**config.mk**
```make
export PLATFORM = sky130hd
export DESIGN_NAME = motor_speed_pi_controller
export DESIGN_NICKNAME = d
export VERILOG_FILES = /design/src/rtl/core/mspi_pkg.sv /design/src/rtl/core/motor_speed_pi_controller.sv
export SDC_FILE = /design/constraint.sdc
export NUM_CORES = 2
export LEC_CHECK = 0
export ABC_AREA = 1
export BUFFER_PORTS_ARGS = -buffer_cell sky130_fd_sc_hd__buf_2
export CAP_MARGIN = 10
export CORE_UTILIZATION = 30
export DETAILED_ROUTE_END_ITERATION = 8
export PLACE_DENSITY = 0.53
export SETUP_SLACK_MARGIN = 0.2
export SLEW_MARGIN = 20
export SYNTH_ARGS = -nofsm -noshare
export SYNTH_HDL_FRONTEND = slang
export SYNTH_SLANG_ARGS = --single-unit
```
**constraint.sdc**
```tcl
create_clock -name clk_i -period 27.3 [get_ports clk_i]
set_input_delay 1.365 -clock clk_i [delete_from_list [all_inputs] [get_ports clk_i]]
set_output_delay 1.365 -clock clk_i [all_outputs]
set_load 0.005 [all_outputs]
```
**src/rtl/core/mspi_pkg.sv**
```systemverilog
// ----------------------------------------------------------------------------
// mspi_pkg
// Shared types and constants for the motor speed PI controller: event codes,
// configuration register indexes, field widths and reset values.
// ----------------------------------------------------------------------------
package mspi_pkg;

  // Field widths.
  localparam int unsigned OpW     = 2;
  localparam int unsigned SpeedW  = 8;
  localparam int unsigned DreqW   = 8;
  localparam int unsigned DeltaW  = 16;
  localparam int unsigned DriveW  = 16;
  localparam int unsigned PosW    = 32;
  localparam int unsigned GainW   = 16;
  localparam int unsigned LimitW  = 15;
  localparam int unsigned DivW    = 8;
  localparam int unsigned CfgIdxW = 2;
  localparam int unsigned CfgDatW = 16;

  // Fixed point: gains carry twelve fraction bits.
  localparam int unsigned FracBits = 12;

  // Event codes.
  typedef enum logic [OpW-1:0] {
    OpCommand  = 2'd0,
    OpTick     = 2'd1,
    OpDirEdge  = 2'd2,
    OpOverflow = 2'd3
  } opcode_e;

  // Configuration register indexes.
  typedef enum logic [CfgIdxW-1:0] {
    CfgPropGain  = 2'd0,
    CfgIntegGain = 2'd1,
    CfgIntegLim  = 2'd2,
    CfgTickDiv   = 2'd3
  } cfg_idx_e;

  // Reset values.
  localparam logic [GainW-1:0]  PropGainRst  = 16'd12288;
  localparam logic [GainW-1:0]  IntegGainRst = 16'd1638;
  localparam logic [LimitW-1:0] IntegLimRst  = 15'd200;
  localparam logic [DivW-1:0]   TickDivRst   = 8'd8;

  // Direction request value that selects reverse, and the forward level.
  localparam logic [DreqW-1:0] DreqReverse = 8'd1;
  localparam logic             DirForward  = 1'b1;

  // Amount added to the position total on a counter overflow.
  localparam logic [PosW-1:0] OvfStep = 32'h0001_0000;

endpackage

```
**src/rtl/core/motor_speed_pi_controller.sv**
```systemverilog
// ----------------------------------------------------------------------------
// motor_speed_pi_controller
// Event driven PI speed regulator with integral clamp, position total and
// direction edge checking.
// ----------------------------------------------------------------------------
// The block takes one event word per clock cycle while out_ready_i is high,
// and returns exactly one result word for each. Events land in an input
// register; out_valid_o rises when an event moves on from that register
// into the result register, which it does once that one is free. The regulation
// step (one 17x17 and one 16x17 multiply, the sum, rounding toward zero and
// saturation) runs in a single pass from that register into the result
// register, and the controller state updates on the same edge. A result that
// waits on out_ready_i does not stop the input register from filling, so a
// stall costs at most one extra word of buffering before in_ready_o drops.
// Configuration writes are taken in every cycle and must only be issued while
// no event is in flight.
module motor_speed_pi_controller (
  input  logic                                clk_i,
  input  logic                                rst_ni,
  // Configuration write channel.
  input  logic                                cfg_valid_i,
  output logic                                cfg_ready_o,
  input  logic [mspi_pkg::CfgIdxW-1:0]        cfg_index_i,
  input  logic [mspi_pkg::CfgDatW-1:0]        cfg_data_i,
  // Event channel.
  input  logic                                in_valid_i,
  output logic                                in_ready_o,
  input  logic [mspi_pkg::OpW-1:0]            opcode_i,
  input  logic [mspi_pkg::SpeedW-1:0]         target_speed_i,
  input  logic [mspi_pkg::DreqW-1:0]          direction_request_i,
  input  logic [mspi_pkg::DeltaW-1:0]         encoder_delta_i,
  input  logic                                direction_level_i,
  // Result channel.
  output logic                                out_valid_o,
  input  logic                                out_ready_i,
  output logic signed [mspi_pkg::DriveW-1:0]  drive_value_o,
  output logic                                drive_updated_o,
  output logic                                direction_pin_o,
  output logic signed [mspi_pkg::PosW-1:0]    position_total_o,
  output logic                                edge_error_o
);
  import mspi_pkg::*;

  localparam int unsigned ErrW  = DeltaW + 1;
  localparam int unsigned AccW  = ErrW + 1;
  localparam int unsigned SumW  = ErrW + GainW + 1;
  localparam int unsigned QuotW = SumW - FracBits;

  // Configuration registers.
  logic [GainW-1:0]  prop_gain_q;
  logic [GainW-1:0]  integ_gain_q;
  logic [LimitW-1:0] integ_limit_q;
  logic [DivW-1:0]   tick_div_q;

  // Controller state.
  logic [SpeedW-1:0]        target_q,   target_d;
  logic signed [DriveW-1:0] integ_q,    integ_d;
  logic [DivW-1:0]          tick_cnt_q, tick_cnt_d;
  logic [PosW-1:0]          total_q,    total_d;
  logic                     sensed_q,   sensed_d;
  logic signed [DriveW-1:0] drive_q,    drive_d;
  logic                     dir_pin_q,  dir_pin_d;
  logic                     updated_d,  edge_err_d;

  // Input register.
  logic              s1_valid_q;
  opcode_e           s1_op_q;
  logic [SpeedW-1:0] s1_speed_q;
  logic [DreqW-1:0]  s1_dreq_q;
  logic [DeltaW-1:0] s1_delta_q;
  logic              s1_level_q;

  // Result register.
  logic out_valid_q;

  logic s1_adv;
  logic s1_fire;

  // Handshake: the input register moves on whenever the result register is
  // free or being emptied this cycle.
  assign s1_adv      = !out_valid_q || out_ready_i;
  assign s1_fire     = s1_valid_q && s1_adv;
  assign in_ready_o  = !s1_valid_q || s1_adv;
  assign cfg_ready_o = 1'b1;
  assign out_valid_o = out_valid_q;

  // Configuration writes.
  always_ff @(posedge clk_i or negedge rst_ni) begin
    if (!rst_ni) begin
      prop_gain_q   <= PropGainRst;
      integ_gain_q  <= IntegGainRst;
      integ_limit_q <= IntegLimRst;
      tick_div_q    <= TickDivRst;
    end else if (cfg_valid_i) begin
      unique case (cfg_idx_e'(cfg_index_i))
        CfgPropGain:  prop_gain_q   <= cfg_data_i;
        CfgIntegGain: integ_gain_q  <= cfg_data_i;
        CfgIntegLim:  integ_limit_q <= cfg_data_i[LimitW-1:0];
        CfgTickDiv:   tick_div_q    <= cfg_data_i[DivW-1:0];
        default: ;
      endcase
    end
  end

  // Input register.
  always_ff @(posedge clk_i or negedge rst_ni) begin
    if (!rst_ni) begin
      s1_valid_q <= 1'b0;
    end else if (in_ready_o) begin
      s1_valid_q <= in_valid_i;
    end
  end

  always_ff @(posedge clk_i) begin
    if (in_valid_i && in_ready_o) begin
      s1_op_q    <= opcode_e'(opcode_i);
      s1_speed_q <= target_speed_i;
      s1_dreq_q  <= direction_request_i;
      s1_delta_q <= encoder_delta_i;
      s1_level_q <= direction_level_i;
    end
  end

  // Regulation datapath: error, clamped integral, gain products, rounding
  // toward zero and saturation to the drive width.
  logic signed [ErrW-1:0]   err;
  logic signed [AccW-1:0]   acc_raw;
  logic signed [AccW-1:0]   lim_s;
  logic signed [DriveW-1:0] acc_clamp;
  logic signed [SumW-1:0]   prop_prod;
  logic signed [SumW-1:0]   integ_prod;
  logic signed [SumW-1:0]   sum;
  logic signed [SumW-1:0]   sum_biased;
  logic signed [QuotW-1:0]  quot;
  logic signed [DriveW-1:0] drive_sat;
  logic [PosW-1:0]          delta_ext;
  logic [PosW-1:0]          total_delta;

  // The target used by a regulation step is the stored one.
  assign err     = $signed({{(ErrW-SpeedW){1'b0}}, target_q}) -
                   $signed({1'b0, s1_delta_q});
  assign acc_raw = AccW'(integ_q) + AccW'(err);
  assign lim_s   = $signed({{(AccW-LimitW){1'b0}}, integ_limit_q});

  always_comb begin
    if (acc_raw > lim_s) begin
      acc_clamp = DriveW'(lim_s);
    end else if (acc_raw < -lim_s) begin
      acc_clamp = DriveW'(-lim_s);
    end else begin
      acc_clamp = acc_raw[DriveW-1:0];
    end
  end

  assign prop_prod  = SumW'(err) * SumW'($signed({1'b0, prop_gain_q}));
  assign integ_prod = SumW'(acc_clamp) * SumW'($signed({1'b0, integ_gain_q}));
  assign sum        = prop_prod + integ_prod;
  // A negative sum gets a bias so that the arithmetic shift truncates
  // toward zero.
  assign sum_biased = sum[SumW-1] ? (sum + SumW'((1 << FracBits) - 1)) : sum;
  assign quot       = QuotW'(sum_biased >>> FracBits);

  always_comb begin
    if (quot > QuotW'(32767)) begin
      drive_sat = 16'sh7FFF;
    end else if (quot < -QuotW'(32768)) begin
      drive_sat = 16'sh8000;
    end else begin
      drive_sat = quot[DriveW-1:0];
    end
  end

  // Encoder delta applied under the current sensed direction.
  assign delta_ext   = PosW'(s1_delta_q);
  assign total_delta = (sensed_q == DirForward) ? (total_q + delta_ext)
                                                : (total_q - delta_ext);

  // Next controller state for the event in the input register.
  always_comb begin
    target_d   = target_q;
    integ_d    = integ_q;
    tick_cnt_d = tick_cnt_q;
    total_d    = total_q;
    sensed_d   = sensed_q;
    drive_d    = drive_q;
    dir_pin_d  = dir_pin_q;
    updated_d  = 1'b0;
    edge_err_d = 1'b0;
    unique case (s1_op_q)
      OpCommand: begin
        target_d  = s1_speed_q;
        dir_pin_d = (s1_dreq_q == DreqReverse) ? ~DirForward : DirForward;
        drive_d   = DriveW'(s1_speed_q);
        updated_d = 1'b1;
        total_d   = '0;
        integ_d   = '0;
      end
      OpTick: begin
        if (tick_cnt_q == tick_div_q) begin
          tick_cnt_d = '0;
          total_d    = total_delta;
          integ_d    = acc_clamp;
          if (err != '0) begin
            drive_d   = drive_sat;
            updated_d = 1'b1;
          end
        end else begin
          tick_cnt_d = tick_cnt_q + 1'b1;
        end
      end
      OpDirEdge: begin
        if (s1_level_q != sensed_q) begin
          total_d  = total_delta;
          sensed_d = s1_level_q;
        end else begin
          edge_err_d = 1'b1;
        end
      end
      OpOverflow: begin
        total_d = total_q + OvfStep;
      end
      default: ;
    endcase
  end

  // State and result registers.
  always_ff @(posedge clk_i or negedge rst_ni) begin
    if (!rst_ni) begin
      target_q    <= '0;
      integ_q     <= '0;
      tick_cnt_q  <= '0;
      total_q     <= '0;
      sensed_q    <= DirForward;
      drive_q     <= '0;
      dir_pin_q   <= DirForward;
      out_valid_q <= 1'b0;
    end else begin
      if (s1_fire) begin
        target_q   <= target_d;
        integ_q    <= integ_d;
        tick_cnt_q <= tick_cnt_d;
        total_q    <= total_d;
        sensed_q   <= sensed_d;
        drive_q    <= drive_d;
        dir_pin_q  <= dir_pin_d;
      end
      if (s1_adv) begin
        out_valid_q <= s1_valid_q;
      end
    end
  end

  always_ff @(posedge clk_i) begin
    if (s1_fire) begin
      drive_value_o    <= drive_d;
      drive_updated_o  <= updated_d;
      direction_pin_o  <= dir_pin_d;
      position_total_o <= total_d;
      edge_error_o     <= edge_err_d;
    end
  end

endmodule

```
==> qor.csv <==
metric,value,unit
outcome,finished clean,
complex-gate fraction of the synthesized area,0.06309,
total global routing overflow,0,
clk buf depth,3,
multiplexer area fraction after synthesis,0,
# IOs,112,
die area,0.1172,mm2
final WL,110.4,mm
"Seq/Total Area, Yosys",0.1748,
largest family of logic cells by synthesized area,adder cells,
synthesized instance count,4370,
Netlist cell types,60,
R2R depth,66,
r2r endpoint,drive_value_o[11],
Rel. slew slack,0.3240,
Critical Path Start,s1_delta_q[0],
initial drt markers,1974,
Synth Register Bits,225,
RePlAce Congestion,0.9505,
Netlist Area Pre-Place,0.03476,mm2
clock root buffer,clkbuf_16,
largest net degree at the start of global routing,98,
Post-Synth Adder-Cell Area,0.4024,
reg2reg start,s1_delta_q[0],
Setup Skew,0.03717,ns
global-route wire length before repair,172.0,mm
Die W,342.4,um
"most common cell after layout, fill and taps aside",inv_1,
hold crit path type,flip-flop to flip-flop,
TritonRoute pass-1 iters,8,
"Reg clk slew, reported paths",0.07,ns
critical path startpoint category,flip-flop,
initial antenna violation count,4,
CP max stage delay,0.64,ns
"Setup Fix Bufs, Post-CTS",0,
Die Y,342.4,um
Worst path top cell family by delay,adder cells,
Fillers,12210,
CTS Buf Count,26,
Setup crit end,drive_value_o[11],
final setup TNS,0,ns
Worst Path Max Fanout,18,
CP dominant cell by count,nand2_1,
syn avg cell area,7.955,um2
initial core utilization,0.3032,
"EDFF count, synth",86,
Synth Area in Simple Gates,0.2156,
crit path DAT,15.17,ns
CTS sink count,225,
"Req. time, crit path",27.62,ns
fin. max-slew vios,0,
drt drc,0,
Vias,28120,
TritonCTS clock tree,yes,
final hold violations,0,
PortBufs,110,
layout cells sized above 1,0.07049,
Final setup viols,0,
fin nets,5267,
H-tree levels,1,
Worst-Skew Late Latency,0.59,ns
Final Cycle Share,0.5441,
DRT antenna net count,0,
total core area,0.1147,mm2
r2r setup slk,12.45,ns
slowest cell on the critical path,fa_1,
post-synthesis xor/xnor area fraction,0.01814,
antenna fix cells,0,
DPL Wire Length,91.36,mm
FMAX,0.06733,GHz
WP depth,66,
most common flop cell mapped by yosys,dfrtp_1,
post-cts resize count,0,
Crit. End Element,flip-flop,
Synth async-reset ratio,0.6178,
max_cap viols,0,
unrepaired setup endpoints after global routing,no,
Hold Buf Count CTS,0,
row count,124,
number of global-route vias before repair,28470,
GRT Total Usage,0.1915,
most frequent cells in the layout,"977 x inv_1, 919 x nand2_1, 525 x fa_1",
Synth Net Count,5231,
synthesis warning total,0,
worst slew pin tran,1.014,ns
area grow syn2layout,8.202,%
routed len/inst,18.59,um
"Min Clock Period, post-route",14.85,ns
CP Buf/Inv Count,10,
Setup CP Type,flip-flop to flip-flop,
via/cell ratio,4.736,
==> tightest hold or removal path, cell delays in order (launching register included) <==
cell	delay [ns]
dfrtp_1	0.34
nand2_1	0.05
nand2_1	0.06
==> flip-flops by register name, indices dropped and copies added (netlist names), 2 cells and up <==
signal and cells:
drive_value_o 16, s1_delta_q 16, integ_q 16, total_q 32
prop_gain_q 16, integ_gain_q 16, position_total_o 32, s1_dreq_q 8
tick_div_q 8, s1_op_q 2, tick_cnt_q 8, integ_limit_q 15
target_q 8, s1_speed_q 8, drive_q 16
==> per-stage QoR <==
| stage | hold WS, ns | setup slack, ns | utilization | area [um2] | cells |
|---|---|---|---|---|---|
| 2_1_floorplan | 0.4483 | 15.29 | - | 34760 | 4370 |
| 3_3_place_gp | 0.4636 | 12.68 | 0.3209 | 36790 | 5890 |
| 3_5_place_dp | 0.4661 | 12.56 | 0.3209 | 36790 | 5890 |
| 4_1_cts | 0.4827 | 12.48 | 0.3281 | 37610 | 5938 |
| 5_1_grt | 0.5025 | 11.23 | 0.3281 | 37610 | 5938 |
| 6_report | 0.4838 | 12.45 | 0.3281 | 37610 | 5938 |
==> cell families after synthesis <==
logic type               after synthesis
flip-flops                           225
AND/OR/NAND/NOR                     1743
other                                  1
XOR/XNOR                              72
adder cells (fa/ha/maj)              803
AO/OA/AOI/OAI                        396
buffers and inverters               1130
==> synthesized netlist by cell type, drive strengths merged, types with 20 or more instances <==
cell type,n,area [um2]
fa,525,10510
nor2,415,1688
nor3,39,227.7
xor2,57,499.2
nand3,257,1381
ha,278,3478
nand4,38,237.7
clkbuf,71,266.5
nand2,950,3664
edfxtp,86,2582
o211ai,20,155.1
inv,993,3727
o22ai,26,162.7
o21ai,168,840.8
buf,54,335.3
dfrtp,125,3128
a21oi,136,684.4
==> worst min-delay path by stage <==
| stage | from | endpoint | cells after the start |
|---|---|---|---|
| 6_report | drive_q[1] | drive_q[1] | 2 |
| 5_1_grt | drive_q[1] | drive_q[1] | 2 |
| 3_5_place_dp | drive_q[1] | drive_q[1] | 2 |
| 3_3_place_gp | drive_q[4] | drive_q[4] | 2 |
| 4_1_cts | drive_q[1] | drive_q[1] | 2 |
| 2_1_floorplan | target_q[2] | target_q[2] | 2 |
==> layer usage <==
layer | vias to the layer above | part of all wire | global-route usage
met5 | - | 0.00036 | 0
li1 | 13390 | - | -
met2 | 746 | 0.46 | 0.3065
met4 | 6 | 0.022 | 0.03813
met1 | 13860 | 0.46 | 0.2737
met3 | 120 | 0.059 | 0.02813
==> final cells by class <==
type	count	area, um2	share of cell area
repair buffers	133	729.5	0.01939
well taps	1512	1892	0.05029
clock inverters	16	141.4	0.003759
multi-input cells	3015	24320	0.6464
inverters	1005	3775	0.1004
clock buffers	32	683.2	0.01816
flip-flops and latches	225	6078	0.1616
Power is left out: the tool's default activity adds up to more than one toggle a clock period on the data nets, which glitch-free logic cannot reach.
